[config.mk]
export PLATFORM = sky130hd
export DESIGN_NAME = roi_rectangle_pixel_statistics_core
export DESIGN_NICKNAME = d
export VERILOG_FILES = /design/src/rtl/core/roi_stat_pkg.sv /design/src/rtl/core/roi_rectangle_pixel_statistics_core.sv
export SDC_FILE = /design/constraint.sdc
export NUM_CORES = 2
export LEC_CHECK = 0
export BUFFER_PORTS_ARGS = -buffer_cell sky130_fd_sc_hd__buf_2
export CORE_ASPECT_RATIO = 0.75
export CORE_UTILIZATION = 35
export CTS_CLUSTER_DIAMETER = 100
export CTS_CLUSTER_SIZE = 28
export DETAILED_ROUTE_END_ITERATION = 12
export PLACE_DENSITY = 0.55
export SLEW_MARGIN = 20
export SYNTH_ARGS = -nofsm -noshare
export SYNTH_HDL_FRONTEND = slang
export SYNTH_SLANG_ARGS = --single-unit
[constraint.sdc]
create_clock -name i_clk -period 12.57 [get_ports i_clk]
set_input_delay 3.771 -clock i_clk [delete_from_list [all_inputs] [get_ports i_clk]]
set_output_delay 3.771 -clock i_clk [all_outputs]
set_load 0.05 [all_outputs]
[src/rtl/core/roi_stat_pkg.sv]
// ----------------------------------------------------------------------------
// roi_stat_pkg
// Types and constants shared by the rectangle region statistics core.
// ----------------------------------------------------------------------------
package roi_stat_pkg;

    localparam int IMAGE_SIDE_DEF  = 512;
    localparam int SAMPLE_BITS_DEF = 16;

    localparam logic [18:0] COUNT_MAX  = 19'h7FFFF;
    localparam int          DIV_STEPS  = 65;
    localparam int          SQRT_STEPS = 24;

    // configuration register indexes
    localparam logic [2:0] CFG_COL_A = 3'd0;
    localparam logic [2:0] CFG_COL_B = 3'd1;
    localparam logic [2:0] CFG_ROW_A = 3'd2;
    localparam logic [2:0] CFG_ROW_B = 3'd3;
    localparam logic [2:0] CFG_AREA  = 3'd4;

    typedef struct packed {
        logic signed [15:0] pixel_value;
        logic [8:0]         column;
        logic [8:0]         row;
        logic               last_pixel;
    } t_in;

    typedef struct packed {
        logic               valid_res;
        logic [18:0]        pixel_count;
        logic signed [23:0] mean_q8;
        logic [23:0]        std_dev_q8;
        logic signed [15:0] min_value;
        logic signed [15:0] max_value;
        logic [41:0]        area_q16;
    } t_out;

endpackage

[src/rtl/core/roi_rectangle_pixel_statistics_core.sv]
// ----------------------------------------------------------------------------
// roi_rectangle_pixel_statistics_core
// Count, mean, deviation, min, max and area over an inclusive rectangle.
// ----------------------------------------------------------------------------
// Each pixel request passes through capture, square and accumulate, and the
// input takes a new pixel only once the previous one is through. A pixel
// marked last adds a result phase: a check step, two 65-step restoring
// divisions on one shared shift/subtract divider (mean, then mean square)
// with a multiply step between them, a 24-step square root with its load
// step, two further multiply steps (rectangle extent, area) and the step
// that loads the output register once it is free. All products go through
// one shared 24x24 multiplier. An empty rectangle skips the arithmetic and
// reports zeros with valid_res clear. The result sits in an output register
// until taken; the next slice may start meanwhile, and a further result
// waits until that register is free. Configuration writes are always ready
// and must only be made while the core is idle.
module roi_rectangle_pixel_statistics_core #(
    parameter int IMAGE_SIDE  = roi_stat_pkg::IMAGE_SIDE_DEF,
    parameter int SAMPLE_BITS = roi_stat_pkg::SAMPLE_BITS_DEF
) (
    input  logic               i_clk,
    input  logic               i_rst_n,
    input  logic               i_in_valid,
    output logic               o_in_ready,
    input  roi_stat_pkg::t_in  i_in_data,
    output logic               o_out_valid,
    input  logic               i_out_ready,
    output roi_stat_pkg::t_out o_out_data,
    input  logic               i_cfg_valid,
    output logic               o_cfg_ready,
    input  logic [2:0]         i_cfg_index,
    input  logic [23:0]        i_cfg_data
);

    localparam logic [12:0] SIDE_M1 = 13'(IMAGE_SIDE - 1);
    localparam logic signed [15:0] MIN_INIT = 16'((1 << (SAMPLE_BITS - 1)) - 1);
    localparam logic signed [15:0] MAX_INIT = 16'(-(1 << (SAMPLE_BITS - 1)));

    localparam logic [3:0] S_IDLE = 4'd0;
    localparam logic [3:0] S_SQR  = 4'd1;
    localparam logic [3:0] S_ACC  = 4'd2;
    localparam logic [3:0] S_CHK  = 4'd3;
    localparam logic [3:0] S_DIV1 = 4'd4;
    localparam logic [3:0] S_MSQ  = 4'd5;
    localparam logic [3:0] S_DIV2 = 4'd6;
    localparam logic [3:0] S_ISQ  = 4'd7;
    localparam logic [3:0] S_EXT  = 4'd8;
    localparam logic [3:0] S_AREA = 4'd9;
    localparam logic [3:0] S_DONE = 4'd10;

    // configuration registers
    logic [8:0]  r_col_a, r_col_b, r_row_a, r_row_b;
    logic [23:0] r_pix_area;

    // sequencer and pixel capture
    logic [3:0]         r_state;
    logic [6:0]         r_cnt;
    logic signed [15:0] r_val;
    logic [8:0]         r_col, r_row;
    logic               r_last;

    // accumulators
    logic signed [34:0] r_sum;
    logic [48:0]        r_sqsum;
    logic signed [15:0] r_min, r_max;
    logic [18:0]        r_count;

    // shared arithmetic
    logic [47:0] r_prod;
    logic [64:0] r_dq;
    logic [19:0] r_rem;
    logic [23:0] r_mq;
    logic        r_neg;
    logic [47:0] r_sv, r_sres, r_sbit;
    logic        r_empty;

    // output register
    logic               r_ovalid;
    roi_stat_pkg::t_out r_out;

    // rectangle bounds, saturated to the image and ordered
    logic [12:0] ca, cb, ra, rb, clo, chi, rlo, rhi;
    logic [9:0]  ext_c, ext_r;
    logic        in_rect;

    always_comb begin
        ca  = ({4'd0, r_col_a} > SIDE_M1) ? SIDE_M1 : {4'd0, r_col_a};
        cb  = ({4'd0, r_col_b} > SIDE_M1) ? SIDE_M1 : {4'd0, r_col_b};
        ra  = ({4'd0, r_row_a} > SIDE_M1) ? SIDE_M1 : {4'd0, r_row_a};
        rb  = ({4'd0, r_row_b} > SIDE_M1) ? SIDE_M1 : {4'd0, r_row_b};
        clo = (ca < cb) ? ca : cb;
        chi = (ca < cb) ? cb : ca;
        rlo = (ra < rb) ? ra : rb;
        rhi = (ra < rb) ? rb : ra;
        ext_c = 10'(chi - clo + 13'd1);
        ext_r = 10'(rhi - rlo + 13'd1);
        in_rect = ({4'd0, r_col} <= SIDE_M1) && ({4'd0, r_row} <= SIDE_M1) &&
                  ({4'd0, r_col} >= clo) && ({4'd0, r_col} <= chi) &&
                  ({4'd0, r_row} >= rlo) && ({4'd0, r_row} <= rhi) &&
                  (r_count < roi_stat_pkg::COUNT_MAX);
    end

    // sample: low SAMPLE_BITS bits, sign-extended
    logic signed [SAMPLE_BITS-1:0] in_raw;
    logic signed [15:0]            in_val;
    logic [16:0]                   val_mag;
    assign in_raw  = i_in_data.pixel_value[SAMPLE_BITS-1:0];
    assign in_val  = 16'(in_raw);
    assign val_mag = r_val[15] ? (17'd0 - {r_val[15], r_val}) : {1'b0, r_val};

    // shared multiplier, operands chosen by the sequencer
    logic [23:0] mul_a, mul_b;
    logic [47:0] mul_p;
    always_comb begin
        case (r_state)
            S_SQR:   begin mul_a = {7'd0, val_mag};  mul_b = {7'd0, val_mag}; end
            S_MSQ:   begin mul_a = r_dq[23:0];       mul_b = r_dq[23:0];      end
            S_EXT:   begin mul_a = {14'd0, ext_c};   mul_b = {14'd0, ext_r};  end
            default: begin mul_a = r_prod[23:0];     mul_b = r_pix_area;      end
        endcase
        mul_p = mul_a * mul_b;
    end

    // shared divider step
    logic [19:0] div_t;
    logic        div_ge;
    assign div_t  = {r_rem[18:0], r_dq[64]};
    assign div_ge = div_t >= {1'b0, r_count};

    // square root step
    logic [47:0] sq_sum;
    assign sq_sum = r_sres + r_sbit;

    // sum magnitude for the mean, which is divided with half-divisor rounding
    logic [34:0] sum_mag;
    assign sum_mag = r_sum[34] ? 35'(-r_sum) : 35'(r_sum);

    // variance, clamped at zero
    logic [47:0] msq, var_q16;
    assign msq     = {1'b0, r_dq[46:0]};
    assign var_q16 = (msq > r_prod) ? (msq - r_prod) : 48'd0;

    assign o_in_ready  = (r_state == S_IDLE);
    assign o_cfg_ready = 1'b1;
    assign o_out_valid = r_ovalid;
    assign o_out_data  = r_out;

    always_ff @(posedge i_clk) begin
        if (!i_rst_n) begin
            r_col_a    <= 9'd0;
            r_col_b    <= 9'd511;
            r_row_a    <= 9'd0;
            r_row_b    <= 9'd511;
            r_pix_area <= 24'd65536;
        end else if (i_cfg_valid) begin
            unique case (i_cfg_index)
                roi_stat_pkg::CFG_COL_A: r_col_a    <= i_cfg_data[8:0];
                roi_stat_pkg::CFG_COL_B: r_col_b    <= i_cfg_data[8:0];
                roi_stat_pkg::CFG_ROW_A: r_row_a    <= i_cfg_data[8:0];
                roi_stat_pkg::CFG_ROW_B: r_row_b    <= i_cfg_data[8:0];
                roi_stat_pkg::CFG_AREA:  r_pix_area <= i_cfg_data;
                default: ;
            endcase
        end
    end

    always_ff @(posedge i_clk) begin
        if (!i_rst_n) begin
            r_state  <= S_IDLE;
            r_cnt    <= 7'd0;
            r_sum    <= '0;
            r_sqsum  <= '0;
            r_min    <= MIN_INIT;
            r_max    <= MAX_INIT;
            r_count  <= '0;
            r_ovalid <= 1'b0;
        end else begin
            // drop the result once the consumer takes it
            if (r_ovalid && i_out_ready) r_ovalid <= 1'b0;

            unique case (r_state)
                S_IDLE: begin
                    if (i_in_valid) begin
                        r_val   <= in_val;
                        r_col   <= i_in_data.column;
                        r_row   <= i_in_data.row;
                        r_last  <= i_in_data.last_pixel;
                        r_state <= S_SQR;
                    end
                end
                S_SQR: begin
                    r_prod  <= mul_p;
                    r_state <= S_ACC;
                end
                S_ACC: begin
                    if (in_rect) begin
                        r_sum   <= r_sum + 35'(r_val);
                        r_sqsum <= r_sqsum + {17'd0, r_prod[31:0]};
                        if (r_val < r_min) r_min <= r_val;
                        if (r_val > r_max) r_max <= r_val;
                        r_count <= r_count + 19'd1;
                    end
                    r_state <= r_last ? S_CHK : S_IDLE;
                end
                S_CHK: begin
                    r_empty <= (r_count == 19'd0);
                    r_neg   <= r_sum[34];
                    r_dq    <= {22'd0, sum_mag, 8'd0} + {47'd0, r_count[18:1]};
                    r_rem   <= '0;
                    r_cnt   <= 7'd0;
                    r_prod  <= '0;
                    r_state <= (r_count == 19'd0) ? S_DONE : S_DIV1;
                end
                S_DIV1, S_DIV2: begin
                    r_rem <= div_ge ? (div_t - {1'b0, r_count}) : div_t;
                    r_dq  <= {r_dq[63:0], div_ge};
                    if (r_cnt == 7'(roi_stat_pkg::DIV_STEPS - 1)) begin
                        r_cnt <= 7'd0;
                        if (r_state == S_DIV1) begin
                            r_state <= S_MSQ;
                        end else begin
                            r_state <= S_ISQ;
                        end
                    end else begin
                        r_cnt <= r_cnt + 7'd1;
                    end
                end
                S_MSQ: begin
                    // hold mean in r_mq, its square in r_prod; load mean square
                    r_mq    <= r_dq[23:0];
                    r_prod  <= mul_p;
                    r_dq    <= {r_sqsum, 16'd0};
                    r_rem   <= '0;
                    r_state <= S_DIV2;
                end
                S_ISQ: begin
                    if (r_cnt == 7'd0) begin
                        // load variance; first root step follows
                        r_sv   <= var_q16;
                        r_sres <= '0;
                        r_sbit <= 48'd1 << 46;
                        r_cnt  <= 7'd1;
                    end else begin
                        if (r_sv >= sq_sum) begin
                            r_sv   <= r_sv - sq_sum;
                            r_sres <= (r_sres >> 1) + r_sbit;
                        end else begin
                            r_sres <= r_sres >> 1;
                        end
                        r_sbit <= r_sbit >> 2;
                        r_cnt  <= r_cnt + 7'd1;
                        if (r_cnt == 7'(roi_stat_pkg::SQRT_STEPS)) r_state <= S_EXT;
                    end
                end
                S_EXT: begin
                    r_prod  <= mul_p;
                    r_state <= S_AREA;
                end
                S_AREA: begin
                    r_prod  <= mul_p;
                    r_state <= S_DONE;
                end
                S_DONE: begin
                    // wait for a free output register, then clear for next slice
                    if (!r_ovalid) begin
                        r_ovalid <= 1'b1;
                        if (r_empty) begin
                            r_out <= '0;
                        end else begin
                            r_out.valid_res   <= 1'b1;
                            r_out.pixel_count <= r_count;
                            r_out.mean_q8     <= r_neg ? (24'd0 - r_mq) : r_mq;
                            r_out.std_dev_q8  <= r_sres[23:0];
                            r_out.min_value   <= r_min;
                            r_out.max_value   <= r_max;
                            r_out.area_q16    <= r_prod[41:0];
                        end
                        r_sum   <= '0;
                        r_sqsum <= '0;
                        r_min   <= MIN_INIT;
                        r_max   <= MAX_INIT;
                        r_count <= '0;
                        r_state <= S_IDLE;
                    end
                end
                default: r_state <= S_IDLE;
            endcase
        end
    end

`ifndef SYNTHESIS
    a_div_count: assert property (@(posedge i_clk) disable iff (!i_rst_n)
        (r_state == S_DIV1 || r_state == S_DIV2) |-> r_cnt < 7'(roi_stat_pkg::DIV_STEPS))
        else $error("divider step count overrun");
    a_empty_zero: assert property (@(posedge i_clk) disable iff (!i_rst_n)
        (o_out_valid && !o_out_data.valid_res) |-> (o_out_data.pixel_count == 19'd0 &&
        o_out_data.area_q16 == 42'd0))
        else $error("empty result carries data");
    a_min_max: assert property (@(posedge i_clk) disable iff (!i_rst_n)
        (o_out_valid && o_out_data.valid_res) |->
        (o_out_data.min_value <= o_out_data.max_value))
        else $error("minimum above maximum");
    a_result_slot: assert property (@(posedge i_clk) disable iff (!i_rst_n)
        (r_state == S_DONE && r_ovalid && !i_out_ready) |=> (r_state == S_DONE))
        else $error("result overwrote pending output");
`endif

endmodule
== Word level (Yosys, flattened, before mapping) ==
Cells that the tools add are included.

* Register bits: 686
* Input bits: 67
* Output and inout port bits: 145
* Logic and storage cells: 179

* $add $sub $neg: 17
* Multiply operators: 1
* $lt $le $gt $ge: 12
* Eq/ne operators: 24
* Mux-type cells: 51
* Bitwise logic cells: 2
* Reduce and logical (&&, ||, !) cells: 37

{| class="wikitable"
|+ Operator list
! cell !! count
|-
| $pmux 65 s3 || 1
|-
| $mux 48 || 3
|-
| $pmux 24 s3 || 2
|-
| $mux 142 || 1
|-
| $mux 35 || 3
|-
| $mux 49 || 2
|-
| $pmux 49 s2 || 1
|-
| $mux 16 || 6
|-
| $pmux 48 s2 || 1
|-
| $mux 47 || 2
|-
| $pmux 19 s2 || 2
|-
| $pmux 35 s2 || 1
|-
| $pmux 16 s2 || 2
|-
| $mux 19 || 3
|-
| $add 49x32->49 || 1
|-
| $add 47x48->48 || 1
|-
| $add 48x48->48 || 1
|-
| $ge 48x48->1 || 1
|-
| $gt 47x48->1 || 1
|-
| $mul 24x24->48 || 1
|-
| $sub 47x48->48 || 1
|-
| $sub 48x48->48 || 1
|-
| $add 43x18->44 || 1
|-
| $pmux 4 s10 || 1
|-
| other kinds (48) || 104
|}

== Depth between registers and ports, before layout ==
* Depth in word-level cells: 9
* Gate-level depth with buffers: 51

== Worst setup path before layout ==
OpenSTA, ideal clock, no wires.

* Path type: input-to-reg
* Start point: input port i_rst_n
* End point: register r_out (netlist bit o_out_data[0]), enable pin
* Setup time: 0.646 ns
* Arrival time: 10.376 ns
* Required time: 11.924 ns
* Setup slack: 1.548 ns
* Stages on the path: 5
* Buffers on the path: 3
* Path through: clkbuf_1 inv_1 clkbuf_1 clkbuf_1 nor2_1

* Word-level cells in the longest chain between the ends: 1

{| class="wikitable"
|+ RTL lines
! element !! RTL line !! text
|-
| from (decl) || roi_rectangle_pixel_statistics_core.sv:22 || <nowiki>input logic i_rst_n,</nowiki>
|-
| $reduce_and 3->1 (no line) || n/a ||
|-
| to (decl) || roi_rectangle_pixel_statistics_core.sv:79 || <nowiki>roi_stat_pkg::t_out r_out;</nowiki>
|}

No other way between the ends.
A chain may end at the register's enable or synchronous reset.

== Final worst setup path ==
* Start point: register r_col_b[1]
* End point: register r_prod[42], data pin

* Word-level cells in the longest chain between the ends: 7

{| class="wikitable"
|+ RTL lines
! element !! RTL line !! text
|-
| from (decl) || roi_rectangle_pixel_statistics_core.sv:52 || <nowiki>logic [8:0] r_col_a, r_col_b, r_row_a, r_row_b;</nowiki>
|-
| from (signal assigned) || roi_rectangle_pixel_statistics_core.sv:158 || <nowiki>roi_stat_pkg::CFG_COL_B: r_col_b <= i_cfg_data[8:0];</nowiki>
|-
| $lt 9x9->1 || roi_rectangle_pixel_statistics_core.sv:91, roi_rectangle_pixel_statistics_core.sv:92 ||
|-
| $mux 9 (on tied branches) || roi_rectangle_pixel_statistics_core.sv:92, roi_rectangle_pixel_statistics_core.sv:91 ||
|-
| $sub 9x9->10 * || roi_rectangle_pixel_statistics_core.sv:95 || <nowiki>ext_c = 10'(chi - clo + 13'd1);</nowiki>
|-
| $add 10x2->10 * || roi_rectangle_pixel_statistics_core.sv:95 ||
|-
| $pmux 24 s3 * || roi_rectangle_pixel_statistics_core.sv:115 || <nowiki>case (r_state)</nowiki>
|-
| $mul 24x24->48 * || roi_rectangle_pixel_statistics_core.sv:121 || <nowiki>mul_p = mul_a * mul_b;</nowiki>
|-
| $pmux 48 s2 * || roi_rectangle_pixel_statistics_core.sv:181 || <nowiki>unique case (r_state)</nowiki>
|-
| to (signal assigned) || roi_rectangle_pixel_statistics_core.sv:192 || <nowiki>r_prod <= mul_p;</nowiki>
|-
| to (signal assigned) || roi_rectangle_pixel_statistics_core.sv:231 || <nowiki>r_prod <= mul_p;</nowiki>
|-
| to (signal assigned) || roi_rectangle_pixel_statistics_core.sv:256 || <nowiki>r_prod <= mul_p;</nowiki>
|-
| to (decl) || roi_rectangle_pixel_statistics_core.sv:69 || <nowiki>logic [47:0] r_prod;</nowiki>
|}

Every way passes the cells marked *; elsewhere a longest branch is shown, timed or not.

==> impl_metrics.tcl <==
set metrics [dict create \
    synth_most_common_cell "nand2_1" \
    synth_area_leaders "edfxtp_1 22%, fa_1 16%, ha_1 11%" \
    slew_headroom_pct 21.2 \
    num_io_pins 212 \
    tns_ns 0 \
    critPathBufInv 5 \
    synth_cell_types 90 \
    die_h_um 367 \
    finalWirelength_um 216000 \
    cts.reportedPaths.clkPinSlew_ns 0.11 \
    fin_cells 9412 \
    antenna_found_initial 6 \
    hold_violations 0 \
    nets 8098 \
    hp-class "reg2reg" \
    worst_slew_pin_slew_ns 1.17 \
    drc 0 \
    required_ns 12.98 \
    clock_tree.root_cell "clkbuf_16" \
    grt_pass1_wl_um 322000 \
    yosysWarnings 0 \
    postLayoutCellArea_um2 67400 \
    grt_overflow_total 0 \
    post-route-period-util_pct 94.1 \
    die_area_um2 179000 \
    grt_max_degree 89 \
    grt_use_total_pct 23.7 \
    core-area_um2 176000 \
    htreeDepth 2 \
    synth_edf_count 455 \
    multi_input_area_um2 40400 \
    cpMostUsedCell "fa_1" \
    initial_utilization_pct 35.3 \
    syn_avg_cell_area_um2 8.96 \
    finalSetupViolCount 0 \
    synth_area_leader_cell "edfxtp_1" \
    critPathTopFamily "adder cells" \
    syn-num-nets 8011 \
    cp.arrival_ns 12.24 \
    critPathMaxStageDelay_ns 0.66 \
    die_width_um 488 \
    outcome "finished, final reports clean" \
    row_count 133 \
    finalMaxSlewViolations 0 \
    syn_area_um2 62100 \
    area_delta_synth_final_pct 8.55 \
    num_vias 51700 \
    rsz0062_at_grt "no" \
    start_kind "register" \
    fill_cells 17900 \
    netlist_instances 6932 \
    finClkSkew_ns 0.0457 \
    drv_cap 0 \
    place_inst 9343 \
    drt-initial-drc-count 5053 \
    viasPerCell 5.50 \
    layout-drive-gt1-share_pct 6.67 \
    clock_latency_ns 0.68 \
    ant_nets 0 \
    worstSetupEndpointType "register" \
    routedWlPerCell_um 23.0 \
    ys_seq_area_share_pct 28.7 \
    cts_sinks 662 \
    ys_ff_latch 662 \
    crit_fanout 18 \
    max-clock-path-buffers 3 \
    ys_top_cells_by_count "837 x nand2_1, 803 x inv_1, 611 x nor2_1" \
    grt_pass1_vias 49700 \
    first_pass_iters 6 \
    cts_tree "built" \
    synth_top_area_share_pct 22.0 \
    place_area_um2 66100 \
    cts_buffers 36 \
    fmax_ghz 0.0846 \
    whs_ns 0.468 \
    critPathSlowestCell "a2111oi_1" \
    dp_hpwl_um 171000 \
    place.gp.congestion 0.973 \
    critPathKind "reg2reg" \
    portBuffers 210 \
    synthArstFlopShare_pct 0 \
    seqCellArea_um2 17800 \
    yosys_most_used_dff "edfxtp_1" \
    fin_crit_ns 11.83 \
]
## layout make-up
class                           instances  share of cell area [%]
Antenna cell                            3                  0.0111
Sequential cell                       662                    26.4
Inverter                              804                    4.48
Multi-Input combinational cell       5186                    60.0
Timing Repair Buffer                  329                    2.89
Tap cell                             2362                    4.39
Clock buffer                           50                    1.49
Clock inverter                         16                   0.353
## stage by stage
stage               util, %  worst slack [ns]
floorplan                 -              1.55
global placement       37.6             0.559
detailed placement     37.6             0.391
CTS                    38.3             0.358
global route           38.3             0.100
finish                 38.3             0.743
## worst min-delay path: stages (launching register included)
cell,delay [ns]
dfxtp_1,0.32
nand2_1,0.05
a21oi_1,0.05
## cell families after synthesis
group                    Yosys count  share of synthesized area, %
AND/OR/NAND/NOR                 2197                          16.2
AO/OA/AOI/OAI                   1508                          15.5
buffers and inverters           1084                          6.57
adder cells (fa/ha/maj)         1012                          26.3
flip-flops                       662                          28.7
XOR/XNOR                         422                          5.95
multiplexers                      46                         0.746
other                              1                       0.00604
## what timing repair did
item,in CTS,in global routing
endpoints found under the setup margin,0,13
setup buffers,0,0
resized for setup,0,8
hold buffers,0,0
## metal layers
layer | vias to the layer above | global-route usage (%) | share of wire [%]
met4 | 0 | 7.40 | 3.5
li1 | 23900 | - | -
met2 | 1955 | 34.1 | 41
met1 | 25600 | 36.0 | 48
met5 | - | 0 | 0
met3 | 263 | 3.53 | 7.8
## worst paths after layout
check	startpoint	endpoint	slack (ns)	cells past startpoint
setup / recovery	r_col_b[1]	r_prod[42]	0.74	44
hold / removal	r_pix_area[3]	r_pix_area[3]	0.47	2
setup reg to reg	r_col_b[1]	r_prod[42]	0.74	44
hold reg to reg	r_pix_area[3]	r_pix_area[3]	0.47	2
## registers in the layout, indices dropped and copies added (netlist names), 16 cells and up
signal / count
o_out_data: 142
r_max: 16
r_sum: 35
r_sv: 48
r_count: 19
r_val: 16
r_dq: 65
r_sqsum: 49
r_sres: 48
r_rem: 19
r_prod: 48
r_mq: 24
r_min: 16
r_pix_area: 24
r_sbit: 24
## cell usage in the layout, fill, tap and decap left out, types with 108 or more instances in the layout
cell type / n
nand2_1: 837
inv_1: 801
nor2_1: 604
ha_1: 522
fa_1: 490
edfxtp_1: 455
a21oi_1: 394
o21ai_0: 268
xor2_1: 214
buf_2: 210
xnor2_1: 208
dfxtp_1: 207
a21o_1: 160
nor2b_1: 122
buf_4: 119
nand3_1: 110
nor3_1: 108
Power is left out: the tool's default activity adds up to more than one toggle a clock period on the data nets, which glitch-free logic cannot reach.
